==> config.mk <==
export PLATFORM = sky130hd
export DESIGN_NAME = llas_ram
export DESIGN_NICKNAME = d
export VERILOG_FILES = /design/src/rtl/llas_ram.sv
export SDC_FILE = /design/constraint.sdc
export NUM_CORES = 2
export LEC_CHECK = 0
export ABC_CLOCK_PERIOD_IN_PS = 19200
export BUFFER_PORTS_ARGS = -buffer_cell sky130_fd_sc_hd__buf_4
export CAP_MARGIN = 5
export CORE_ASPECT_RATIO = 1.2
export CORE_MARGIN = 3
export CORE_UTILIZATION = 50
export DETAILED_ROUTE_END_ITERATION = 7
export PLACE_DENSITY = 0.77
export SLEW_MARGIN = 10
export SYNTH_ARGS = -nofsm -noshare
export SYNTH_HDL_FRONTEND = slang
export SYNTH_SLANG_ARGS = --single-unit
==> constraint.sdc <==
create_clock -name i_clk -period 19.2 [get_ports i_clk]
set_input_delay 3.84 -clock i_clk [delete_from_list [all_inputs] [get_ports i_clk]]
set_output_delay 3.84 -clock i_clk [all_outputs]
set_load 0.02 [all_outputs]
==> src/rtl/llas_ram.sv <==
// ----------------------------------------------------------------------------
// llas_ram
// generic single-write, single-read ram with registered read data
// ----------------------------------------------------------------------------
module llas_ram #(
    parameter int WIDTH = 64,
    parameter int DEPTH = 64
) (
    input  logic                     i_clk,
    input  logic                     i_we,
    input  logic [$clog2(DEPTH)-1:0] i_waddr,
    input  logic [WIDTH-1:0]         i_wdata,
    input  logic [$clog2(DEPTH)-1:0] i_raddr,
    output logic [WIDTH-1:0]         o_rdata
);

    logic [WIDTH-1:0] r_mem [DEPTH];
    logic [WIDTH-1:0] r_rdata;

    always_ff @(posedge i_clk) begin
        if (i_we) begin
            r_mem[i_waddr] <= i_wdata;
        end
        r_rdata <= r_mem[i_raddr];
    end

    assign o_rdata = r_rdata;

endmodule

# ---- After elaboration in Yosys (flattened, before gate mapping)
# Memory sizes are Yosys's and may differ from the RTL's. A register that Yosys moved wholly into a read port is not among the register bits.
# Cells that the tools add are included.
dict set report classes {
  n_mux 2
}
# operator n
set ops {}
lappend ops {{$mux W1} 2}
dict set report totals {
  register_bits 0
  ram_bits 4096
  inputBits 78
  out_inout_bits 64
  elab_cells 3
  n_memories 1
}
# name depth width rd rd_ports_with_merged_regs write_ports line
set memory_table {}
lappend memory_table {r_mem 64 64 1 1 1 17} ;# logic [WIDTH-1:0] r_mem [DEPTH];

# ---- Longest topological paths before layout
dict set report depth {
  ltp_word 2
  ltp_mapped 9
  ltp_nobuf 5
}

# ---- Worst setup path before layout
# No wires, ideal clock.
dict set report synth_timing {
  path_kind {input port to flip-flop}
  startpoint {input i_waddr[3]}
  endpoint {memory r_mem[48][0], enable pin}
  arrival_ps 8712
  required_ps 18636
  setup_slack_ps 9924
  cell_stages 4
  path_buffers 1
  path_cell_list {clkbuf_1 nor2b_1 nand4b_1 nor3_1}
}
# item line
set synth_rtl {}
lappend synth_rtl {{start: declaration} 11} ;# input logic [$clog2(DEPTH)-1:0] i_waddr,
lappend synth_rtl {{end: declaration} 17}
# Straight into the memory's write port.

==> impl_metrics.json <==
{
  "status": "completed",
  "cts.repair.resized": 0,
  "finalCriticalPeriod_ps": 7820,
  "synthFlopType": "edfxtp_1",
  "finalInstanceArea_um2": 176000,
  "clkTransAtPathRegs_ps": 60,
  "viasPerCell": 6.94,
  "whs_ps": 863,
  "clock_sinks": 4160,
  "synth.avg_cell_area_um2": 23.7,
  "hold_buffers": 0,
  "stdcell_count": 11300,
  "grtUsageTotal": 0.273,
  "synth_edf_count": 4096,
  "clk_path_buf_depth": 4,
  "ys_warn_count": 0,
  "dp_cells": 10600,
  "core_um2": 311000,
  "ant_nets": 0,
  "drt-initial-drc-count": 12700,
  "grt_pass1_wl_um": 613000,
  "rows": 224,
  "cp-end-kind": "flop",
  "ir_worst_vdd_v": 0.0000883,
  "syn_inst": 6598,
  "drv_slew": 0,
  "wl_per_cell_um": 38.6,
  "die_area_um2": 319000,
  "cp_cell_sequence": "buf_16 > buf_12 > buf_4 > buf_4 > mux4_2 > mux2i_1 > o22ai_1 > a41oi_1 > a211oi_1",
  "rr_worst_depth": 5,
  "yosysUniqueCellTypes": 33,
  "worstSetupStartpointType": "input port",
  "antenna_found_initial": 21,
  "worstReg2RegEnd": "o_rdata[17]$_DFF_P_",
  "h-tree-depth": 5,
  "portBuffers": 141,
  "postCtsSetupBuffers": 0,
  "drv_cap": 0,
  "synth_area_um2": 156000,
  "hold_viol": 0,
  "cts_buffers": 379,
  "worst_slew_pin_slew_ps": 1340,
  "cts_tree": "yes",
  "worstPathRequired_ps": 19930,
  "die_y_um": 619,
  "initial_core_util": 0.503,
  "syn_to_final_growth_pct": 12.4,
  "max_stage_delay_ps": 860,
  "cp_slowest_cell": "buf_4",
  "rsz0062_at_grt": "no",
  "worstHoldEndpoint": "o_rdata[14]$_DFF_P_",
  "die_x_um": 516,
  "setup_viol": 0,
  "min_path_type": "flop to flop",
  "finalCritPeriodShare": 0.407,
  "cp_top_family": "buffers and inverters",
  "layout-drive-gt1-share": 0.282,
  "layout.nets": 7019,
  "drc": 0,
  "ys_seq_area_frac": 0.795,
  "slew-limit-headroom": 0.104,
  "cp_max_fo": 102,
  "grt_pass1_vias": 80000,
  "cp_num_buf_inv": 4,
  "synthArstFlopShare": 0,
  "dp_hpwl_um": 215000,
  "yosysTopAreaCell": "edfxtp_1",
  "first_pass_iters": 8,
  "final-seq-area_um2": 124000,
  "ys_ff_latch": 4160,
  "holdPathStages": 4,
  "routabilityCongestion": 0.799,
  "min_from": "r_mem[52][14]$_DFFE_PP_",
  "cts-root-buf": "clkbuf_16",
  "synth.most_common_cell": "edfxtp_1",
  "clock.fmax_mhz": 128,
  "timing.rr.start": "r_mem[55][17]$_DFFE_PP_",
  "vias": 78600,
  "dpl_cell_area_um2": 163000,
  "skew_ps": 67.2,
  "ioPinCount": 142,
  "rrSetupSlack_ps": 16950,
  "fillCellCount": 20900,
  "clock_latency_ps": 920,
  "p_leak_nw": 54.6,
  "power.density_nw_per_um2": 107,
  "criticalPathCategory": "input port to flop",
  "synth_top_area_frac": 0.787,
  "multi_input_area_um2": 30800,
  "setup-tns-final_ps": 0,
  "synth_common_cells": "edfxtp_1, mux4_2, buf_2",
  "grt_max_degree": 134,
  "cpMostUsedCell": "buf_4",
  "synth.area.top_cells": "edfxtp_1, mux4_2, mux2i_1",
  "syn_nets": 6676,
  "wl_um": 437000,
  "arrival_ps": 8550,
  "overflow": 0
}
[cell usage in the layout, fill, tap and decap left out, types with 28 or more instances in the layout]
cell type,instances
a211oi_1,63
clkinv_2,80
o221ai_1,38
or2_2,28
or3_1,29
nor2_1,47
dfxtp_1,64
buf_4,320
clkinv_1,53
mux4_2,1024
nor2_4,65
clkbuf_16,384
clkbuf_1,56
nand3_1,45
bufinv_16,56
edfxtp_1,4096
and3_1,64
o22ai_1,83
a22oi_1,168
a22o_1,88
mux2i_1,135
nand2_1,56
[area by class of cell]
type,instances,area share
Clock inverter,226,0.0152
Timing Repair Buffer,332,0.0150
Clock buffer,461,0.0575
Sequential cell,4160,0.707
Tap cell,4068,0.0290
Antenna cell,15,0.000214
Multi-Input combinational cell,2049,0.175
Inverter,19,0.000406
[worst max-delay path by stage]
stage / from / to / slack [ps] / cells after the start
finish: i_raddr[0] / o_rdata[13]$_DFF_P_ / 11380 / 9
global route: i_raddr[0] / o_rdata[13]$_DFF_P_ / 10930 / 9
CTS: i_raddr[0] / o_rdata[13]$_DFF_P_ / 11190 / 9
detailed placement: i_raddr[0] / o_rdata[13]$_DFF_P_ / 10240 / 9
global placement: i_raddr[0] / o_rdata[13]$_DFF_P_ / 10340 / 9
floorplan: i_waddr[3] / r_mem[48][0]$_DFFE_PP_ / 9920 / 4
[per-layer routing]
layer	vias to the layer above	global-route usage	routed length (um)
met5	-	0	58
met4	10	0.157	29400
met3	1476	0.0623	53800
met2	6847	0.438	213000
met1	41100	0.346	141000
li1	29100	-	-
[metrics by stage]
stage          power (mW)  setup WS (ps)  utilization
6_report             18.8          11380        0.565
2_1_floorplan        10.8           9920            -
5_1_grt              19.2          10930        0.565
3_3_place_gp         11.1          10340        0.524
4_1_cts              18.8          11190        0.565
3_5_place_dp         11.1          10240        0.524
[flip-flops by register name (all words and copies together), names as in the netlist]
| register | cells |
|---|---|
| o_rdata | 64 |
| r_mem | 4096 |
[tightest hold or removal path: stages (launching register included)]
cell and delay, ps:
edfxtp_1 310, mux4_2 230, a22oi_1 70, nand3_1 80, and3_1 150
[power by group]
| part | internal [mW] | switching, mW |
|---|---|---|
| registers | 10.1 | 0.0457 |
| logic | 0.321 | 0.550 |
| clock network | 4.51 | 3.31 |
| total | 14.9 | 3.91 |
[cells by family (layout without fill, tap and decap cells)]
logic type | after synthesis | in the layout | synth area share
flip-flops | 4160 | 4160 | 0.795
other | 0 | 15 | 0
AND/OR/NAND/NOR | 386 | 386 | 0.0124
buffers and inverters | 389 | 1038 | 0.0118
AO/OA/AOI/OAI | 504 | 504 | 0.0248
multiplexers | 1159 | 1159 | 0.156
No activity file was read; power rests on OpenSTA's default activity.
