[config.mk]
export PLATFORM = sky130hd
export DESIGN_NAME = llas_row_eval
export DESIGN_NICKNAME = d
export VERILOG_FILES = /design/src/rtl/llas_pkg.sv /design/src/rtl/llas_row_eval.sv
export SDC_FILE = /design/constraint.sdc
export NUM_CORES = 1
export LEC_CHECK = 0
export BUFFER_PORTS_ARGS = -buffer_cell sky130_fd_sc_hd__buf_2
export CELL_PAD_IN_SITES_DETAIL_PLACEMENT = 1
export CELL_PAD_IN_SITES_GLOBAL_PLACEMENT = 1
export CORE_UTILIZATION = 47
export DETAILED_ROUTE_END_ITERATION = 7
export PLACE_DENSITY = 0.87
export SLEW_MARGIN = 20
export SYNTH_ARGS = -nofsm -noshare
export SYNTH_HDL_FRONTEND = slang
export SYNTH_SLANG_ARGS = --single-unit
[constraint.sdc]
create_clock -name vclk -period 5
set_input_delay 0.25 -clock vclk [all_inputs]
set_output_delay 0.25 -clock vclk [all_outputs]
set_load 0.01 [all_outputs]
[src/rtl/llas_pkg.sv]
// ----------------------------------------------------------------------------
// llas_pkg
// shared types and constants for the life-like automaton step core
// ----------------------------------------------------------------------------
package llas_pkg;

    // field and register widths fixed by the interface
    localparam int ROW_W      = 6;
    localparam int COL_W      = 6;
    localparam int SIZE_W     = 7;
    localparam int CNT_W      = 4;
    localparam int CFG_IDX_W  = 3;
    localparam int CFG_DATA_W = 7;

    // configuration register indexes
    localparam logic [CFG_IDX_W-1:0] CFG_ROWS_IN_USE = 3'd0;
    localparam logic [CFG_IDX_W-1:0] CFG_COLS_IN_USE = 3'd1;
    localparam logic [CFG_IDX_W-1:0] CFG_BIRTH_COUNT = 3'd2;
    localparam logic [CFG_IDX_W-1:0] CFG_SURVIVE_MIN = 3'd3;
    localparam logic [CFG_IDX_W-1:0] CFG_SURVIVE_MAX = 3'd4;

    // configuration reset values
    localparam logic [SIZE_W-1:0] RST_ROWS_IN_USE = 7'd64;
    localparam logic [SIZE_W-1:0] RST_COLS_IN_USE = 7'd64;
    localparam logic [CNT_W-1:0]  RST_BIRTH_COUNT = 4'd3;
    localparam logic [CNT_W-1:0]  RST_SURVIVE_MIN = 4'd2;
    localparam logic [CNT_W-1:0]  RST_SURVIVE_MAX = 4'd3;

    typedef enum logic [1:0] {
        OP_WRITE   = 2'd0,
        OP_ADVANCE = 2'd1,
        OP_READ    = 2'd2,
        OP_NOP     = 2'd3
    } t_opcode;

    // status codes
    localparam logic STATUS_OK    = 1'b0;
    localparam logic STATUS_RANGE = 1'b1;

    // birth / survival rule handed to the row evaluator
    typedef struct packed {
        logic [CNT_W-1:0] birth;
        logic [CNT_W-1:0] survive_min;
        logic [CNT_W-1:0] survive_max;
    } t_rule;

endpackage

[src/rtl/llas_row_eval.sv]
// ----------------------------------------------------------------------------
// llas_row_eval
// row-wide next-generation logic: counts eight neighbours per cell and
// applies the birth / survival rule
// ----------------------------------------------------------------------------
module llas_row_eval
    import llas_pkg::*;
#(
    parameter int NCOL = 64
) (
    input  logic [NCOL-1:0] i_above,
    input  logic [NCOL-1:0] i_cur,
    input  logic [NCOL-1:0] i_below,
    input  logic [NCOL-1:0] i_mask,
    input  t_rule           i_rule,
    output logic [NCOL-1:0] o_fresh
);

    for (genvar j = 0; j < NCOL; j++) begin : g_cell
        logic             w_al, w_ar, w_cl, w_cr, w_bl, w_br;
        logic [CNT_W-1:0] w_cnt;
        logic             w_next;

        if (j > 0) begin : g_left
            assign w_al = i_above[j-1];
            assign w_cl = i_cur[j-1];
            assign w_bl = i_below[j-1];
        end else begin : g_no_left
            assign w_al = 1'b0;
            assign w_cl = 1'b0;
            assign w_bl = 1'b0;
        end

        if (j < NCOL - 1) begin : g_right
            assign w_ar = i_above[j+1];
            assign w_cr = i_cur[j+1];
            assign w_br = i_below[j+1];
        end else begin : g_no_right
            assign w_ar = 1'b0;
            assign w_cr = 1'b0;
            assign w_br = 1'b0;
        end

        assign w_cnt = CNT_W'(w_al) + CNT_W'(i_above[j]) + CNT_W'(w_ar)
                     + CNT_W'(w_cl) + CNT_W'(w_cr)
                     + CNT_W'(w_bl) + CNT_W'(i_below[j]) + CNT_W'(w_br);

        // live cell survives inside the range, dead cell born on exact match
        assign w_next = i_cur[j] ? ((w_cnt >= i_rule.survive_min) &&
                                    (w_cnt <= i_rule.survive_max))
                                 : (w_cnt == i_rule.birth);

        assign o_fresh[j] = w_next & i_mask[j];
    end

endmodule

# Word level (Yosys, flattened, before mapping)
# Index checks and enable logic that the tools add are counted.
[word_totals] out_inout_bits=64 inputBits=268 ff_bits=0 word_cells=825
[op_classes] n_reduce_logical=64 muxes=64 eq_ne=64 bitwise=64 add_sub_neg=441 n_lt_le_gt_ge=128
[op_table] cell="adder 4 x 1 -> 4 bit" count=252
[op_table] cell="equality test 4 bit" count=64
[op_table] cell="greater-or-equal comparator 4 bit" count=64
[op_table] cell="<= comparator 4 bit" count=64
[op_table] cell="adder 3 x 1 -> 4 bit" count=63
[op_table] cell="adder 2 x 1 -> 3 bit" count=63
[op_table] cell="adder 1 x 1 -> 2 bit" count=63
[op_table] cell="bitwise AND 1 bit" count=64
[op_table] cell="logical AND 1 bit" count=64
[op_table] cell="two-way mux 1 bit" count=64

# Longest topological paths before layout
[depth] word_depth=11 depth_mapped=14 ltp_nobuf=14

# Worst setup path after synthesis
# OpenSTA, ideal clock, no wires.
[synth_timing] kind="input-to-output" from="in i_above[47]" to="out o_fresh[48]" required_ps=4750 arrival_time_ps=3763 slack_ps=987 cell_stages=14 n_path_buf=0 path_cell_list="inv_1 > fa_1 > fa_1 > fa_1 > inv_1 > ha_1 > inv_1 > fa_1 > xnor2_1 > ha_1 > and3b_1 > a2111oi_0 > o211ai_1 > o2bb2ai_1"
[synth_between] elab_chain_cells=11 elab_cells_between_ends=13 cone_classes="add/sub (7); order compare (2); eq/ne (1); mux (1); bitwise (1); reduce/logical (1)"
[synth_lines] item="start: declaration" line="llas_row_eval.sv:11" source="input logic [NCOL-1:0] i_above,"
[synth_lines] item="adder 1 x 1 -> 2 bit (*)" line="llas_row_eval.sv:44" source="assign w_cnt = CNT_W'(w_al) + CNT_W'(i_above[j]) + CNT_W'(w_ar)"
[synth_lines] item="adder 2 x 1 -> 3 bit (*)" line="llas_row_eval.sv:44"
[synth_lines] item="adder 3 x 1 -> 4 bit (*)" line="llas_row_eval.sv:45" source="+ CNT_W'(w_cl) + CNT_W'(w_cr)"
[synth_lines] item="adder 4 x 1 -> 4 bit (*)" line="llas_row_eval.sv:45"
[synth_lines] item="adder 4 x 1 -> 4 bit (*) (3 in series)" line="llas_row_eval.sv:46" source="+ CNT_W'(w_bl) + CNT_W'(i_below[j]) + CNT_W'(w_br);"
[synth_lines] item="greater-or-equal comparator 4 bit / <= comparator 4 bit (equally long branches)" line="llas_row_eval.sv:49, llas_row_eval.sv:50"
[synth_lines] item="logical AND 1 bit" line="llas_row_eval.sv:49" source="assign w_next = i_cur[j] ? ((w_cnt >= i_rule.survive_min) &&"
[synth_lines] item="two-way mux 1 bit (*)" line="llas_row_eval.sv:49"
[synth_lines] item="bitwise AND 1 bit (*)" line="llas_row_eval.sv:53" source="assign o_fresh[j] = w_next & i_mask[j];"
[synth_lines] item="end: declaration" line="llas_row_eval.sv:16" source="output logic [NCOL-1:0] o_fresh"
# Mark *: on every way between the ends. The rest lies on a longest branch, timed or not.

# Final worst setup path
[layout_timing] from="in i_cur[47]" to="out o_fresh[48]"
[layout_between] elab_chain_cells=9 elab_cells_between_ends=11 cone_classes="add/sub (5); order compare (2); eq/ne (1); mux (1); bitwise (1); reduce/logical (1)"
[layout_lines] item="start: declaration" line="llas_row_eval.sv:12" source="input logic [NCOL-1:0] i_cur,"
[layout_lines] item="adder 3 x 1 -> 4 bit (*)" line="llas_row_eval.sv:45"
[layout_lines] item="adder 4 x 1 -> 4 bit (*)" line="llas_row_eval.sv:45"
[layout_lines] item="adder 4 x 1 -> 4 bit (*) (3 in series)" line="llas_row_eval.sv:46"
[layout_lines] item="greater-or-equal comparator 4 bit / <= comparator 4 bit (equally long branches)" line="llas_row_eval.sv:49, llas_row_eval.sv:50"
[layout_lines] item="logical AND 1 bit" line="llas_row_eval.sv:49"
[layout_lines] item="two-way mux 1 bit (*)" line="llas_row_eval.sv:49"
[layout_lines] item="bitwise AND 1 bit (*)" line="llas_row_eval.sv:53"
# Marks and branches as above.

==> metrics <==
outcome=complete, no violations; initial core utilization=48.00%; final hold vios=0; Top cell by count, worst path=fa_1; post-DP HPWL=68280 um; drt pass-1 iters=5; CP startpoint=i_cur[47]; detailed-route via count=22760; Buf+Inv Stages, Crit Path=5; worst setup margin=0.2570 ns; top cell family by delay on the critical path=adder cells; Die X=237.4 um; crit path launch type=primary input; max incr delay on CP=0.52 ns; Multi-input gate area=23190 sq um; Cell Area, Synth=26030 sq um; CP Max Fanout=3; Final min period=4.743 ns; Avg Inst Size Synth=8.810 sq um; P_leak=0.01531 uW; drt wl/cell=20.43 um; Final Max Slew Viols=0; CTS Hold Bufs=0; initial antenna violation count=21; I/O pins=332; Global Route Usage Sum=29.05%; via/cell ratio=5.700; Area growth, synth to finish=9.867%; gp weighted congestion=0.8886; # fillers=6630; first-pass GRT wire length=132100 um; WP data arrival=4.49 ns; post-synthesis sequential area ratio=0%; layout cell share with drive strength beyond 1=13.31%; Buffers on Ports=332; Final Instance Count excl. Fillers=3992; postcts setup bufs=0; GR Util met3=2.729%; CP Class=in -> out; period utilization=94.86%; flip-flop and latch count=0; core box area=54240 sq um; top-count cell post-synth=ha_1; FMAX=0.2108 GHz; Worst slew margin=27.99%; post-route DRC violation count=0; worst path cell trace=buf_2, inv_1, fa_1, fa_1, fa_1, inv_1, ha_1, inv_1, fa_1, xnor2_1, ha_1, and3b_1, a2111oi_0, o211ai_1, o2bb2ai_1, buf_2; FF+latch area=0 sq um; measured slew at the worst slew-check pin=1.080 ns; leading area contributor after synthesis=ha_1; Cell variety after synth=33; Crit. End Element=output pin; maximum vdd drop=172.9 uV; Crit-path slowest cell=fa_1; overall routed net length=81570 um; post-synthesis net count=4171; DRT iter0 DRCs=679; Synth Instances=2955; top-area cell type share of the netlist area=33.45%; Syn. warnings=0; instance count on the critical path=16; # clk buffers=0; met2 Use GR=53.32%; total chip power=8326 uW; Final setup viols=0; Worst EP required=4.75 ns; vias in the first global route=25820; pre-CTS setup slack=0.3346 ns; RSZ-0062 raised after global routing=false; P per Cell Area=291.1 nW/um^2; CTS resizes=0; Post-DRT Antenna Nets=0; nets@finish=4501; busiest layer in global routing=met2; Rows=85; cell area after placement=28570 sq um; Min-Delay Path Class=in -> out; Setup TNS=0 ns; top cells by area, synth=ha_1 (33%), fa_1 (19%), inv_1 (10%); placed cells=3979; die height=237.4 um; max_cap viols=0; GRT overflow=0; full die area=56340 sq um; final design area excluding fillers=28600 sq um; end point of the critical path=o_fresh[48]; commonest cells in the synthesized netlist=ha_1 (696), inv_1 (693), fa_1 (252); largest net degree at the start of global routing=54; cell count of the worst hold path=4; global-route met1 utilization=35.04%
==> final cells by class <==
cell class	count	share of cell area (%)
inverters	693	9.121
multi-input cells	2234	81.08
well taps	696	3.045
diodes	13	0.1137
repair buffers	356	6.636
==> cells by family (layout without fill, tap and decap cells) <==
family,Yosys count,in the layout,share of synthesized area [%]
other,0,13,0
adder cells (fa/ha/maj),948,948,52.83
AO/OA/AOI/OAI,544,544,14.92
XOR/XNOR,316,316,11.73
buffers and inverters,721,1049,10.91
AND/OR/NAND/NOR,426,426,9.612
==> worst min path at each step <==
stage / from / to
2_1_floorplan: i_mask[10] / o_fresh[10]
3_3_place_gp: i_mask[35] / o_fresh[35]
3_5_place_dp: i_mask[35] / o_fresh[35]
4_1_cts: i_mask[13] / o_fresh[13]
5_1_grt: i_mask[17] / o_fresh[17]
6_report: i_mask[13] / o_fresh[13]
==> where the power goes <==
group	switching (uW)	internal [uW]
clock	0	0.000348
combinational	4590	3730
sequential	0	0
==> through the flow <==
step	hold slack (ns)	utilization, %
6_report	0.8764	52.73
5_1_grt	0.9028	52.72
4_1_cts	0.8845	52.67
3_5_place_dp	0.8823	52.67
3_3_place_gp	0.8802	52.67
2_1_floorplan	0.6667	-
==> placed cells by master (no fill, tap or decap), types with 26 or more instances in the layout <==
master / count
xor2_2: 38
o21a_1: 64
nor2_1: 28
ha_1: 696
nand2_1: 40
fa_1: 252
nand2b_1: 64
o32ai_2: 37
buf_4: 26
nand4_1: 124
inv_1: 687
nand3_1: 40
a21oi_1: 162
o31ai_1: 38
o21ai_0: 102
a211o_1: 62
xnor2_1: 151
xor2_1: 127
buf_2: 326
nor2b_1: 102
==> tightest hold or removal path, stage by stage <==
cell and delay [ns]:
buf_2 0.10, o211ai_1 0.07, o2bb2ai_1 0.07, buf_2 0.13
==> per-layer routing <==
| layer | share of wire (%) | up-vias |
|---|---|---|
| li1 | - | 10660 |
| met1 | 42 | 11330 |
| met2 | 51 | 540 |
| met3 | 3.8 | 201 |
| met4 | 3.7 | 20 |
| met5 | 0.15 | - |
(Power assumes the default switching activity.)
